==> config.mk <==
export PLATFORM = sky130hd
export DESIGN_NAME = sacw_ram
export DESIGN_NICKNAME = d
export VERILOG_FILES = /design/src/rtl/core/sacw_ram.sv
export SDC_FILE = /design/constraint.sdc
export NUM_CORES = 2
export LEC_CHECK = 0
export ABC_CLOCK_PERIOD_IN_PS = 3250
export CORE_ASPECT_RATIO = 1.1
export CORE_MARGIN = 2
export CORE_UTILIZATION = 40
export CTS_BUF_LIST = sky130_fd_sc_hd__clkbuf_4
export CTS_CLUSTER_SIZE = 16
export DETAILED_ROUTE_END_ITERATION = 8
export DONT_BUFFER_PORTS = 1
export GPL_TIMING_DRIVEN = 0
export PLACE_DENSITY = 0.61
export REMOVE_ABC_BUFFERS = 1
export SETUP_SLACK_MARGIN = 0.3
export SYNTH_ARGS = -nofsm -noshare
export SYNTH_HDL_FRONTEND = slang
export SYNTH_SLANG_ARGS = --single-unit
==> constraint.sdc <==
create_clock -name clk -period 3.25 [get_ports clk]
set_clock_uncertainty 0.1 [all_clocks]
set_input_delay 0.325 -clock clk [delete_from_list [all_inputs] [get_ports clk]]
set_output_delay 0.325 -clock clk [all_outputs]
set_load 0.005 [all_outputs]
==> src/rtl/core/sacw_ram.sv <==
module sacw_ram #(
	parameter int unsigned WIDTH = 8,
	parameter int unsigned DEPTH = 256,
	localparam int unsigned AW = (DEPTH > 1) ? $clog2(DEPTH) : 1
) (
	input  logic             clk,
	input  logic             we,
	input  logic [AW-1:0]    waddr,
	input  logic [WIDTH-1:0] wdata,
	input  logic             re,
	input  logic [AW-1:0]    raddr,
	output logic [WIDTH-1:0] rdata
);

	logic [WIDTH-1:0] mem [DEPTH];

	always_ff @(posedge clk) begin
		if (we) begin
			mem[waddr] <= wdata;
		end
		if (re) begin
			rdata <= mem[raddr];
		end
	end

endmodule

# After elaboration in Yosys (flattened, before gate mapping)

Memory sizes are Yosys's and may differ from the RTL's. A register that Yosys moved wholly into a read port is not among the register bits.
Cells that the tools add are included.
W data, S select, Z words.

Flip-flop bits (word level): 0
Bits in writable memories: 2048
Output and inout bits: 8
Logic and storage cells: 3
Memories: 1

Mux-type cells: 2

Memory list:

| memory | words | bits a word | read ports | clocked after Yosys merged registers in | wr ports | RTL line | text |
|---|---|---|---|---|---|---|---|
| mem    | 256   | 8           | 1          | 1                                       | 1        | 15       | `logic [WIDTH-1:0] mem [DEPTH];` |

Operator list:

| cell    | number |
|---|---|
| $mux W1 | 2 |

# Longest topological paths before layout

Depth after elaboration: 2
Gate-level depth with buffers: 11
Mapped depth without buffers: 6

# Worst setup path after synthesis

OpenSTA, ideal clock, no wires.

Kind: input-to-reg
Start point: input raddr[0]
End point: register rdata[2] (read register of mem), data pin
Library setup time: 269 ps
Data arrival time: 2132 ps
Setup slack: 749 ps
Cell stages on the path: 9
Path buffers: 4
Cell sequence: buf_6 -> buf_12 -> buf_8 -> buf_2 -> mux4_2 -> a22oi_1 -> a21oi_1 -> nor4_1 -> nor4_2

RTL lines:

| item            | RTL line | text |
|---|---|---|
| start, declared | 11       | `input logic [AW-1:0] raddr,` |
| end, declared   | 12       | `output logic [WIDTH-1:0] rdata` |

==> impl_metrics.py <==
metrics = {
    "run_status": {
        "status": "finished with violations",
        "failed_checks": "slew limit, setup timing",
    },
    "logic_synthesis": {
        "ys_ff_latch": 2056,
        "synth_cell_types": 54,
        "post_synth.cell_area_avg_um2": 21.33,
        "yosys.area.top_type_share_pct": 77.53,
        "synth_top_area_cell": "edfxtp_1",
        "synthTopCellsByArea": "edfxtp_1 78%, mux4_2 13%, mux2i_1 1.7%",
        "synthesis.area_um2": 79640,
        "yosysWarnings": 0,
        "ys.flop_type": "edfxtp_1",
        "synthCells": 3733,
        "ys_seq_area_share_pct": 77.53,
        "async_flop_share_pct": 0,
        "synth_edf_count": 2056,
    },
    "sta": {
        "fin_tns_setup_ns": -2.627,
        "layout_setup_ws_ns": -0.4417,
        "slew_viol_final": 837,
        "rsz0062_at_grt": "no",
        "tightest_slew_ns": 2.327,
        "fin_crit_sh_pct": 113.6,
        "max-slew-margin-rel_pct": -55.12,
        "min_period_ns": 3.692,
        "max_freq_mhz": 270.9,
        "finalSetupViolCount": 8,
        "hold_violations": 0,
    },
    "power_and_ir_drop": {
        "power_mw": 51.68,
        "vdd_drop_max_v": 0.0003645,
        "p_leak_nw": 27.47,
        "p_per_area_nw_per_um2": 580.5,
    },
    "floorplanning": {
        "fp.coreArea_um2": 197700,
        "die_w_um": 429.4,
        "num_rows": 171,
        "die_y_um": 472.0,
        "ioPinCount": 35,
        "dieArea_um2": 202700,
        "start_util_pct": 40.28,
    },
    "final_layout": {
        "n_fill_cell": 16900,
        "final_cells": 7037,
        "area_delta_synth_final_pct": 11.80,
        "layout_commonest_cell": "edfxtp_1",
        "finalCoreUtilization_pct": 45.03,
        "layout_common_cells": "2,056 x edfxtp_1, 701 x clkbuf_4, 454 x mux4_2, 279 x nor2_1, 134 x mux2i_1",
        "multi_input_area_um2": 16770,
        "seq_area_um2": 61740,
        "layout-drive-gt1-share_pct": 28.93,
        "finish.net_count": 4101,
    },
    "critical_path": {
        "timing.rr.end": "rdata[3]",
        "cp-start-kind": "primary input",
        "crit_type": "primary input to flop",
        "reg2reg_slack_ns": 0.23,
        "r2r_start": "mem[83][3]",
        "cp-startpoint": "raddr[1]",
        "worstPathArrival_ns": 4.66,
        "worstSetupEndpoint": "rdata[3]",
        "cp_max_fo": 424,
        "reg2reg_depth": 6,
        "endpoint_kind": "flop",
        "required_ns": 4.22,
    },
    "global_routing": {
        "gr-total-overflow": 0,
        "antenna_found_initial": 14,
        "grt_max_degree": 579,
        "grt_usage_pct": 19.09,
        "grt_pass1_wl_um": 281000,
        "grt_pass1_vias": 40920,
    },
    "run": {
        "maxCapViolations": 0,
    },
    "clocking": {
        "clk_pin_slew_ns": 0.06,
        "cts.sinks": 2056,
        "clockBufferDepth": 4,
        "numCtsBuffers": 492,
        "cts_tree": "built",
        "cts_root_buf": "clkbuf_4",
        "post-cts-setup-buffers": 0,
        "clk-insertion-delay-late_ns": 1.43,
        "htree_levels": 5,
    },
    "placement": {
        "dp_cells": 6120,
        "place_hpwl_um": 104400,
        "pre_cts_slack_ns": -1.854,
        "port_buffers": 0,
        "place_congestion": 0.8040,
    },
    "worst_hold_path": {
        "whs_path_depth": 2,
        "hp-class": "primary input to flop",
    },
    "route": {
        "drtAntennaViolNets": 0,
        "wire_per_inst_um": 27.80,
        "first_iter_violations": 4111,
        "wirelength_um": 195600,
        "drc": 0,
        "drt_first_pass_iters": 6,
        "vias": 39710,
        "via_per_inst": 5.643,
    },
}
-- worst max-delay path: stages --
cell and delay [ns]:
nand2_1 1.31, o221ai_1 0.70, a21oi_1 0.15, o32ai_1 0.54, nor3_2 0.24, nor4_2 0.61
-- worst min path at each step --
stage / from / end / slack [ns]
floorplan: wdata[0] / mem[0][0] / 0.32
global placement: re / rdata[5] / 0.34
detailed placement: re / rdata[5] / 0.34
CTS: raddr[5] / rdata[4] / -0.34
global route: raddr[3] / rdata[3] / -0.02
finish: wdata[0] / mem[77][0] / 0.09
-- power breakdown --
part | switching, mW | internal [mW] | total (mW)
registers | 0.0224 | 29.3 | 29.3
logic | 1.36 | 0.922 | 2.29
clock network | 9.81 | 10.3 | 20.1
total | 11.2 | 40.5 | 51.7
-- cell families after synthesis --
group	Yosys count	synth area share, %
mux	591	14.60
buf+inv	235	1.829
compound gates	385	3.416
simple gates	466	2.625
flops	2056	77.53
-- registers in the layout, summed over array words and instances (netlist names) --
| register | flops |
|---|---|
| mem | 2048 |
| rdata | 8 |
-- cell type report --
class                           instances  share of cell area [%]
Antenna cell                           18                 0.05059
Clock buffer                          701                   5.911
Clock inverter                        143                  0.8011
Inverter                                2                0.009838
Multi-Input combinational cell       1442                   18.83
Sequential cell                      2056                   69.35
Tap cell                             2595                   3.647
Timing Repair Buffer                   80                   1.401
-- through the flow --
stage | hold WS [ns] | instance area (um2)
global route | -0.02342 | 89030
global placement | 0.3385 | 81430
finish | 0.08596 | 89030
detailed placement | 0.3383 | 82050
CTS | -0.3360 | 88920
floorplan | 0.3239 | 78190
-- synthesized netlist by cell type (all sizes together) (6+ instances only) --
| cell type | instances |
|---|---|
| nand4 | 10 |
| o21ai | 12 |
| a21oi | 96 |
| o22ai | 28 |
| nor3 | 22 |
| a22o | 8 |
| clkbuf | 111 |
| nor4 | 27 |
| and2 | 6 |
| a22oi | 133 |
| mux2i | 134 |
| nor2b | 31 |
| o211ai | 10 |
| nand2 | 33 |
| edfxtp | 2056 |
| nand2b | 8 |
| o221ai | 47 |
| nand3 | 34 |
| mux4 | 456 |
| nor2 | 282 |
| buf | 122 |
| a211oi | 16 |
| a221oi | 14 |
-- layer usage --
metal  GRT usage (%)  part of all wire (%)
met5               0                 0.021
met4           8.183                   3.7
met3           4.449                   7.5
met2           30.82                    49
met1           24.85                    39
-- what timing repair did --
item	in CTS	in global routing
pin swaps	1	0
gates resized for setup	32	4
setup endpoints to repair	8	3
hold endpoints to repair	4057	8
hold buffers	51	4
Note: power is estimated with default switching activity, not from simulation.
