===== config.mk =====
export PLATFORM = sky130hd
export DESIGN_NAME = sacw_lookup
export DESIGN_NICKNAME = d
export VERILOG_FILES = /design/src/rtl/core/sacw_pkg.sv /design/src/rtl/core/sacw_lookup.sv
export SDC_FILE = /design/constraint.sdc
export NUM_CORES = 1
export LEC_CHECK = 0
export CORE_ASPECT_RATIO = 0.8
export CORE_MARGIN = 3
export CORE_UTILIZATION = 36
export DETAILED_ROUTE_END_ITERATION = 16
export DONT_BUFFER_PORTS = 1
export PLACE_DENSITY = 0.46
export SLEW_MARGIN = 20
export SYNTH_ARGS = -nofsm -noshare
export SYNTH_HDL_FRONTEND = slang
export SYNTH_SLANG_ARGS = --single-unit

===== constraint.sdc =====
create_clock -name vclk -period 4.85
set_input_delay 0.97 -clock vclk [all_inputs]
set_output_delay 0.97 -clock vclk [all_outputs]
set_load 0.05 [all_outputs]

===== src/rtl/core/sacw_pkg.sv =====
package sacw_pkg;

	localparam int unsigned MEMORY_BYTES_DEF = 65536;
	localparam int unsigned CACHE_BYTES_DEF  = 4096;
	localparam int unsigned LINE_BYTES_DEF   = 128;
	localparam int unsigned NUM_WAYS_DEF     = 4;

	localparam logic [1:0] OP_READ  = 2'd0;
	localparam logic [1:0] OP_WRITE = 2'd1;
	localparam logic [1:0] OP_FLUSH = 2'd2;

	typedef struct packed {
		logic [1:0]  operation;
		logic [15:0] address;
		logic [7:0]  write_data;
	} req_t;

	typedef struct packed {
		logic [7:0]  read_data;
		logic        hit;
		logic [31:0] access_count;
		logic [31:0] miss_count;
	} rsp_t;

	typedef enum logic [1:0] {
		ST_CLEAR,
		ST_IDLE,
		ST_LOOKUP,
		ST_FLUSH
	} state_t;

	// result of the tag compare, handed to the controller
	typedef struct packed {
		logic hit;
		logic row_wr;
	} look_t;

endpackage


===== src/rtl/core/sacw_lookup.sv =====
// Tag compare, victim choice and LRU rank update for one set row.
// Row layout: {ranks, tags, valid}.
module sacw_lookup #(
	parameter int unsigned NUM_WAYS = 4,
	parameter int unsigned TAG_W    = 6,
	parameter int unsigned RANK_W   = 2,
	localparam int unsigned ROW_W   = NUM_WAYS * (1 + TAG_W + RANK_W)
) (
	input  logic             is_read,
	input  logic [TAG_W-1:0] tag,
	input  logic [ROW_W-1:0] row,
	output sacw_pkg::look_t  look,
	output logic [ROW_W-1:0] new_row
);

	logic [NUM_WAYS-1:0] valid;
	logic [NUM_WAYS-1:0] n_valid;
	logic [TAG_W-1:0]    tags [NUM_WAYS];
	logic [TAG_W-1:0]    n_tags [NUM_WAYS];
	logic [RANK_W-1:0]   ranks [NUM_WAYS];
	logic [RANK_W-1:0]   n_ranks [NUM_WAYS];
	logic [NUM_WAYS-1:0] hit_vec;
	logic [RANK_W-1:0]   hit_way;
	logic [RANK_W-1:0]   victim;
	logic [RANK_W-1:0]   way;
	logic [RANK_W-1:0]   old_rank;
	logic                found_inv;
	logic                found_lru;
	logic                found_hit;

	always_comb begin
		for (int w = 0; w < NUM_WAYS; w++) begin
			valid[w] = row[w];
			tags[w]  = row[NUM_WAYS + w*TAG_W +: TAG_W];
			ranks[w] = row[NUM_WAYS + NUM_WAYS*TAG_W + w*RANK_W +: RANK_W];
			hit_vec[w] = valid[w] && (tags[w] == tag);
		end

		hit_way   = '0;
		found_hit = 1'b0;
		for (int w = 0; w < NUM_WAYS; w++) begin
			if (hit_vec[w] && !found_hit) begin
				hit_way   = RANK_W'(w);
				found_hit = 1'b1;
			end
		end

		// first invalid way, else the way of rank zero (ranks are a permutation)
		victim    = '0;
		found_inv = 1'b0;
		found_lru = 1'b0;
		for (int w = 0; w < NUM_WAYS; w++) begin
			if (!valid[w] && !found_inv) begin
				victim    = RANK_W'(w);
				found_inv = 1'b1;
			end
		end
		if (!found_inv) begin
			for (int w = 0; w < NUM_WAYS; w++) begin
				if (ranks[w] == '0 && !found_lru) begin
					victim    = RANK_W'(w);
					found_lru = 1'b1;
				end
			end
		end

		way      = found_hit ? hit_way : victim;
		old_rank = ranks[way];
		n_valid  = valid;
		for (int w = 0; w < NUM_WAYS; w++) begin
			n_tags[w]  = tags[w];
			n_ranks[w] = (ranks[w] > old_rank) ? ranks[w] - RANK_W'(1) : ranks[w];
		end
		n_ranks[way] = RANK_W'(NUM_WAYS - 1);
		if (!found_hit) begin
			n_valid[way] = 1'b1;
			n_tags[way]  = tag;
		end

		for (int w = 0; w < NUM_WAYS; w++) begin
			new_row[w] = n_valid[w];
			new_row[NUM_WAYS + w*TAG_W +: TAG_W] = n_tags[w];
			new_row[NUM_WAYS + NUM_WAYS*TAG_W + w*RANK_W +: RANK_W] = n_ranks[w];
		end

		look.hit    = found_hit;
		look.row_wr = is_read || found_hit;
	end

endmodule


* Yosys cells after proc, flatten, opt, wreduce, memory -nomap -nowiden *
Index checks and enable logic that the tools add are counted.

storage, ports and cells
  register bits = 0
  bits of input ports = 43
  output and inout port bits = 38
  logic and storage cells = 92

cells by class
  add/subtract/negate cells = 4
  order comparisons = 8
  equality and inequality tests = 4
  mux-type cells = 42
  bitwise gates (word level) = 3
  reduce and logical (&&, ||, !) cells = 31

operators with widths
  kind                                                               count
  2-to-1 mux 2 bit                                                   17
  bitwise mux 24 bit                                                 1
  == test 6 bit                                                      4
  2-to-1 mux 24 bit                                                  1
  2-to-1 mux 1 bit                                                   17
  logical AND 1 bit                                                  15
  demux 6 bit (select 2 bit)                                         1
  zero test 1 bit                                                    11
  greater-than comparator 2 bit                                      4
  zero test 2 bit                                                    4
  bitwise OR 8 bit                                                   1
  subtractor 2 x 1 -> 2 bit, second input constant                   4
  2-to-1 mux 6 bit                                                   1
  binary-select mux 2 bit (select 2 bit)                             1
  demux 2 bit (select 2 bit)                                         1
  2-to-1 mux 4 bit                                                   1
  bitwise OR 4 bit                                                   1
  greater-or-equal comparator 3 bit, second input constant           1
  less-than comparator 2 x 3 -> 1 bit, second input constant         1
  less-than comparator 3 x 1 -> 1 bit, second input constant         1
  NOT 2 -> 3 bit                                                     1
  demux 1 bit (select 2 bit)                                         1
  greater-or-equal comparator 2 x 1 -> 1 bit, second input constant  1
  logical OR 1 bit                                                   1

* Longest topological paths before layout *
Gate-level depths: netlist of the first run.

  depth after elaboration = 30
  gate-level depth with buffers = 13
  mapped depth without buffers = 13

* Worst setup path before layout of the first run *
No wires, ideal clock.

  path type = input-to-output
  start = input row[32]
  end = output new_row[33]
  arrival time = 3.998 ns
  required time = 3.880 ns
  path slack = -0.118 ns
  stages on the path = 11
  buffers on the path = 0
  cells stage by stage = inv_1 > ha_1 > o21ai_0 > a31oi_1 > o311ai_1 > mux2i_1 > mux2i_1 > ha_1 > nor2b_1 > o21ai_0 > o221ai_1

between the ends
  word-level cells in the longest chain between the ends = 16
  elaborated cells between the ends (all ways) = 23
  classes of those cells = add/sub (1); order compare (3); mux (12); bitwise (2); reduce/logical (5)

RTL lines
  item                                                 RTL line                              source
  start: declaration                                   sacw_lookup.sv:11                     input logic [ROW_W-1:0] row,
  zero test 2 bit                                      sacw_lookup.sv:60                     if (ranks[w] == '0 && !found_lru) begin
  logical AND 1 bit                                    sacw_lookup.sv:60
  2-to-1 mux 1 bit                                     sacw_lookup.sv:60
  2-to-1 mux 1 bit                                     sacw_lookup.sv:58                     if (!found_inv) begin
  zero test 1 bit                                      sacw_lookup.sv:60
  logical AND 1 bit                                    sacw_lookup.sv:60
  2-to-1 mux 2 bit                                     sacw_lookup.sv:60
  2-to-1 mux 2 bit                                     sacw_lookup.sv:58
  2-to-1 mux 2 bit                                     sacw_lookup.sv:67                     way = found_hit ? hit_way : victim;
  NOT 2 -> 3 bit (implied by the code)                 sacw_lookup.sv:68, sacw_lookup.sv:74
  binary-select mux 2 bit (select 2 bit)               sacw_lookup.sv:68                     old_rank = ranks[way];
  2-to-1 mux 2 bit (implied by the code) (2 in a row)  sacw_lookup.sv:68
  greater-than comparator 2 bit                        sacw_lookup.sv:72                     n_ranks[w] = (ranks[w] > old_rank) ? ranks[w] - RANK_W'(1) : ranks[w];
  2-to-1 mux 2 bit                                     sacw_lookup.sv:72
  bitwise OR 8 bit (no line) *                         n/a
  end: declaration                                     sacw_lookup.sv:13                     output logic [ROW_W-1:0] new_row

Every way passes the cells marked *; elsewhere a longest branch is shown, timed or not. The select of a mux whose other input is x is not followed.

* Final worst setup path of the first run *
  start = input row[4]
  end = output new_row[34]

between the ends
  word-level cells in the longest chain between the ends = 20
  elaborated cells between the ends (all ways) = 28
  classes of those cells = order compare (3); eq/ne (1); mux (14); bitwise (2); reduce/logical (8)

RTL lines
  item                                                         RTL line                              source
  == test 6 bit *                                              sacw_lookup.sv:36                     hit_vec[w] = valid[w] && (tags[w] == tag);
  logical AND 1 bit *                                          sacw_lookup.sv:36
  2-to-1 mux 1 bit *                                           sacw_lookup.sv:42                     if (hit_vec[w] && !found_hit) begin
  zero test 1 bit                                              sacw_lookup.sv:42
  logical AND 1 bit                                            sacw_lookup.sv:42
  2-to-1 mux 1 bit                                             sacw_lookup.sv:42
  zero test 1 bit                                              sacw_lookup.sv:42
  logical AND 1 bit                                            sacw_lookup.sv:42
  (+3 left out)                                                n/a
  2-to-1 mux 2 bit / 2-to-1 mux 1 bit (equally long branches)  sacw_lookup.sv:42
  2-to-1 mux 2 bit *                                           sacw_lookup.sv:67
  NOT 2 -> 3 bit (implied by the code) *                       sacw_lookup.sv:68, sacw_lookup.sv:74
  binary-select mux 2 bit (select 2 bit)                       sacw_lookup.sv:68
  2-to-1 mux 2 bit (implied by the code) (2 in a row)          sacw_lookup.sv:68
  greater-than comparator 2 bit                                sacw_lookup.sv:72
  2-to-1 mux 2 bit                                             sacw_lookup.sv:72
  bitwise OR 8 bit (no line) *                                 n/a

Marks and branches as above.

==> reports/results.txt, run 1 <==
Status = finished clean
DR pass1 iterations = 4
Via count = 1197
Area of the die = 0.00451 sq mm
CP required = 3.88 ns
Total power = 0.318 mW
Leak = 0.625 nW
HPWL Detailed = 3250 um
Finish-stage setup viols = 0
Setup TNS = 0 ns
Hold path endpoint = new_row[12]
Synthesized area = 0.00135 sq mm
Crit path arrival time = 3.62 ns
Unrepaired setup endpoints after global routing = no
Worst Max-Slew Pin Slew = 0.573 ns
Hold Crit Start = row[12]
Die X = 74.4 um
Antenna Violating Nets Remaining = 0
Seq/Total Area, Yosys = 0
Cells after Synth = 159
Slew margin rel. = 0.618
Hold slack = 2.16 ns
Number of global-route vias before repair = 1144
P per Cell Area = 223 mW/mm^2
Share of cells above drive strength 1 = 0.300
Register area = 0 sq um
Hold depth = 1
Crit. End Element = output port
Routed wire length = 3630 um
Die Span Y = 60.7 um
Max Clk Rate = 0.218 GHz
CLK BUF = 0
FFs & Latches = 0
Period utilization = 0.946
Synth warn = 0
NumNets Final = 217
Starting Density = 0.383
Placed Area = 0.00142 sq mm
DRC = 0
Post-Layout Cell Count = 202
Avg Inst Size Synth = 8.47 sq um
Mean routed wirelength per cell = 18.0 um
Post-route cell area = 0.00142 sq mm
CP Launch Type = primary input
Pin count of the biggest net entering global routing = 9
Max-cap violation count = 0
Fillers = 365
CP Class = in -> out
Final Hold Viols = 0
Crit path max fanout = 6
Distinct cells, synth = 38
Drt via density = 5.93
N_diodes = 0
Final GP Congestion = 0.788
Initial DRC Count = 49
Syn nets = 214
Grt total ovfl = 0
All-layer global routing usage = 0.153
Slew Viols, Final = 0
CORE AREA = 0.00352 sq mm
I/O pin total = 81
IO buf count = 0
Initial antenna violation count = 0
# rows = 19
Area delta synth->final = 5.67%
Placed Cells = 202
Final min period = 4.59 ns
Peak supply drop = 0.000116 V
Min-delay worst type = in -> out
Global-route wire length before repair = 5490 um
-- logic make-up after synthesis --
kind of cell    share of synthesized area
compound gates                      0.106
xor+xnor                            0.182
fa+ha+maj                           0.112
buf+inv                             0.107
mux                                 0.279
simple gates                        0.215
-- cell usage after synthesis, drive strengths merged --
| cell | n | area, sq um |
|---|---|---|
| a21oi | 1 | 5.00 |
| a311oi | 1 | 8.76 |
| a31oi | 3 | 18.8 |
| a41oi | 1 | 8.76 |
| buf | 11 | 106 |
| ha | 12 | 150 |
| inv | 10 | 37.5 |
| mux2 | 24 | 315 |
| mux2i | 6 | 60.1 |
| nand2 | 19 | 78.8 |
| nand2b | 2 | 12.5 |
| nand4 | 5 | 52.6 |
| nand4b | 1 | 15.0 |
| nor2 | 4 | 15.0 |
| nor2b | 5 | 31.3 |
| nor3 | 1 | 5.00 |
| nor4 | 3 | 25.0 |
| o2111ai | 1 | 8.76 |
| o211ai | 3 | 22.5 |
| o21ai | 7 | 35.0 |
| o221ai | 2 | 17.5 |
| o311ai | 1 | 8.76 |
| o41ai | 1 | 8.76 |
| or2 | 3 | 18.8 |
| or3 | 1 | 6.26 |
| or4 | 2 | 18.8 |
| or4b | 1 | 10.0 |
| xnor2 | 18 | 158 |
| xor2 | 10 | 87.6 |
-- placed cells by master (no fill, tap or decap), types with 2 or more instances in the layout --
| cell type | instances |
|---|---|
| nor4_1 | 2 |
| mux2_4 | 12 |
| o21ai_1 | 3 |
| o21ai_0 | 3 |
| xor2_1 | 10 |
| nand2b_1 | 2 |
| buf_12 | 2 |
| o211ai_1 | 3 |
| buf_4 | 10 |
| nand4_1 | 3 |
| inv_1 | 10 |
| nor2b_1 | 5 |
| ha_1 | 12 |
| or2_2 | 3 |
| nor2_1 | 4 |
| mux2_2 | 12 |
| o221ai_1 | 2 |
| mux2i_1 | 5 |
| a31oi_1 | 3 |
| nand2_1 | 18 |
| xnor2_1 | 18 |
-- stage by stage --
stage / utilization / setup slack (ns)
global route: 0.404 / 0.000532
detailed placement: 0.403 / 0.127
CTS: 0.403 / 0.116
global placement: 0.403 / 0.207
finish: 0.404 / 0.261
floorplan: - / 0.0291
-- worst max path at each step --
stage / cells past startpoint / from / end
3_3_place_gp: 11 / row[4] / new_row[28]
5_1_grt: 11 / row[9] / new_row[35]
2_1_floorplan: 10 / tag[1] / new_row[33]
3_5_place_dp: 11 / row[4] / new_row[31]
6_report: 11 / row[4] / new_row[34]
4_1_cts: 11 / row[4] / new_row[31]
-- worst max-delay path, cell delays in order --
cell,delay [ns]
xnor2_1,0.14
nand4_1,0.14
or4_4,0.50
a31oi_1,0.33
mux2i_2,0.38
ha_1,0.30
nor2b_1,0.13
o21ai_0,0.29
xnor2_1,0.16
nand2_1,0.11
buf_12,0.17
-- per-layer routing --
| metal | wire [um] | track usage |
|---|---|---|
| met1 | 1580 | 0.211 |
| met2 | 1610 | 0.248 |
| met3 | 429 | 0.0480 |
| met4 | 17 | 0.00761 |
| met5 | 0 | 0 |
-- report_power, final --
part	internal, mW	total [mW]	switching, mW
Clock	0	0	0
Combinational	0.108	0.318	0.210
Sequential	0	0	0
Total	0.108	0.318	0.210
-- what timing repair did --
item                       4_1_cts  5_1_grt
buffers inserted                 0        0
setup endpoints to repair        0        8
hold buffers                     0        0
resized for setup                0        4
-- cell type report --
cell class         instances  area (sq um)  share of cell area
inverters                 10          37.5              0.0264
multi-input cells        138          1220               0.856
repair buffers            12           115              0.0809
well taps                 42          52.6              0.0369
Note: power is estimated with default switching activity, not from simulation.
==> run 2, diff against run 1 <==
--- a/config.mk
+++ b/config.mk
@@ -7,10 +7,11 @@
 export LEC_CHECK = 0
 export CORE_ASPECT_RATIO = 0.8
 export CORE_MARGIN = 3
-export CORE_UTILIZATION = 36
+export CORE_UTILIZATION = 25
 export DETAILED_ROUTE_END_ITERATION = 16
 export DONT_BUFFER_PORTS = 1
-export PLACE_DENSITY = 0.46
+export PLACE_DENSITY = 0.34
+export REMOVE_ABC_BUFFERS = 1
 export SLEW_MARGIN = 20
 export SYNTH_ARGS = -nofsm -noshare
 export SYNTH_HDL_FRONTEND = slang
==> run 2 against run 1 <==
Against the previous run:
- via count down 2.7%
- non-clock buffer count increased by 3
- global-route usage shrank 3.1 points
- hold slack got worse by 0.00063 ns
- critical path depth is 4 higher
- wire length grew 12%
- power rose by 6.1%
==> reports/results.txt, run 2 (synthesis results as in run 1) <==
Status = finished clean
Die Span Y = 71.6 um
Hold_buf cts = 0
Leak = 0.648 nW
Area delta synth->final = 10.2%
All-layer global routing usage = 0.122
Crit. End Element = output port
Peak supply drop = 0.0000848 V
Share of cells above drive strength 1 = 0.301
Starting Density = 0.264
Area of the die = 0.00631 sq mm
Via count = 1165
Final GP Congestion = 0.773
CP Class = in -> out
CP required = 3.88 ns
Global-route wire length before repair = 6240 um
Final Hold Viols = 0
Max Clk Rate = 0.216 GHz
Unrepaired setup endpoints after global routing = no
# rows = 23
Min-delay worst type = in -> out
Slew margin rel. = 0.627
Crit path arrival time = 3.66 ns
DRC = 0
Worst Max-Slew Pin Slew = 0.558 ns
IO buf count = 0
CP Launch Type = primary input
Hold depth = 1
CP max stage delay = 0.30 ns
FFs & Latches = 0
Crit path to = new_row[32]
Final min period = 4.63 ns
CLK BUF = 0
DR pass1 iterations = 5
Period utilization = 0.955
CORE AREA = 0.00509 sq mm
CP delay by family, top = compound AO/OA/AOI/OAI gates
Area occupied by multi-input gates = 0.00121 sq mm
Most frequent cells in the layout = xnor2_1 (18), nand2_1 (18), mux2_4 (12), mux2_2 (12), ha_1 (12)
Number of global-route vias before repair = 1188
NumNets Final = 220
Drt via density = 5.18
Pin count of the biggest net entering global routing = 9
Grt total ovfl = 0
Slew Viols, Final = 0
Crit path max fanout = 4
Register area = 0 sq um
Die X = 88.0 um
CP bufs+invs = 4
Finish-stage setup viols = 0
Crit path launch = row[34]
Total power = 0.337 mW
Crit path top cell by count = o21ai_1
Initial DRC Count = 36
Mean routed wirelength per cell = 18.0 um
Routed wire length = 4050 um
Initial antenna violation count = 0
Setup TNS = 0 ns
Antenna Violating Nets Remaining = 0
Max-cap violation count = 0
Crit path depth = 15
P per Cell Area = 227 mW/mm^2
N_diodes = 0
Critical path, cell by cell = inv_1 -> ha_1 -> o21ai_1 -> a31oi_1 -> o311ai_1 -> buf_4 -> mux2i_1 -> mux2i_2 -> buf_4 -> ha_1 -> nor2b_1 -> o21ai_1 -> xnor2_1 -> o21ai_1 -> buf_12
I/O pin total = 81
Fillers = 528
Slowest-stage cell, CP = o311ai_1
Final core utilization = 0.291
HPWL Detailed = 3570 um
run 2: cell count changes in the layout (fill, tap and decap cells not counted), sizes merged:
| cell | delta |
|---|---|
| buf | +3 |
run 2: cell type report:
cell class | instances | area share
tap | 62 | 0.0523
timing repair buffer | 15 | 0.110
multi-input combinational | 138 | 0.813
inverter | 10 | 0.0253
run 2: timing repair:
| action | 4_1_cts | 5_1_grt |
|---|---|---|
| gates resized for setup | 0 | 6 |
| buffers inserted | 0 | 1 |
| endpoints found under the setup margin | 0 | 8 |
run 2: metrics by stage:
step	area [sq um]	std cells	hold slack (ns)	setup WS, ns
floorplan	1240	148	2.16	-0.118
global placement	1470	224	2.17	0.133
detailed placement	1470	224	2.17	0.00627
CTS	1470	224	2.17	0.0148
global route	1480	225	2.17	0.0219
finish	1480	225	2.16	0.217
run 2: per-layer routing:
| metal | track usage | wire length [um] | vias up | part of all wire |
|---|---|---|---|---|
| li1 | - | - | 579 | - |
| met1 | 0.171 | 1880 | 529 | 0.46 |
| met2 | 0.200 | 1830 | 57 | 0.45 |
| met3 | 0.0276 | 336 | 0 | 0.083 |
| met4 | 0.00839 | 0 | 0 | 0 |
| met5 | 0 | 0 | - | 0 |
run 2: where the power goes:
group | switching, mW | internal (mW) | total, mW
Clock | 0 | 0 | 0
Sequential | 0 | 0 | 0
Combinational | 0.215 | 0.122 | 0.337
Total | 0.215 | 0.122 | 0.337
run 2: worst min-delay path by stage:
stage,to,slack [ns],start
floorplan,new_row[10],2.16,row[10]
global placement,new_row[12],2.17,row[12]
detailed placement,new_row[10],2.17,row[10]
CTS,new_row[10],2.17,row[10]
global route,new_row[10],2.17,row[10]
finish,new_row[10],2.16,row[10]
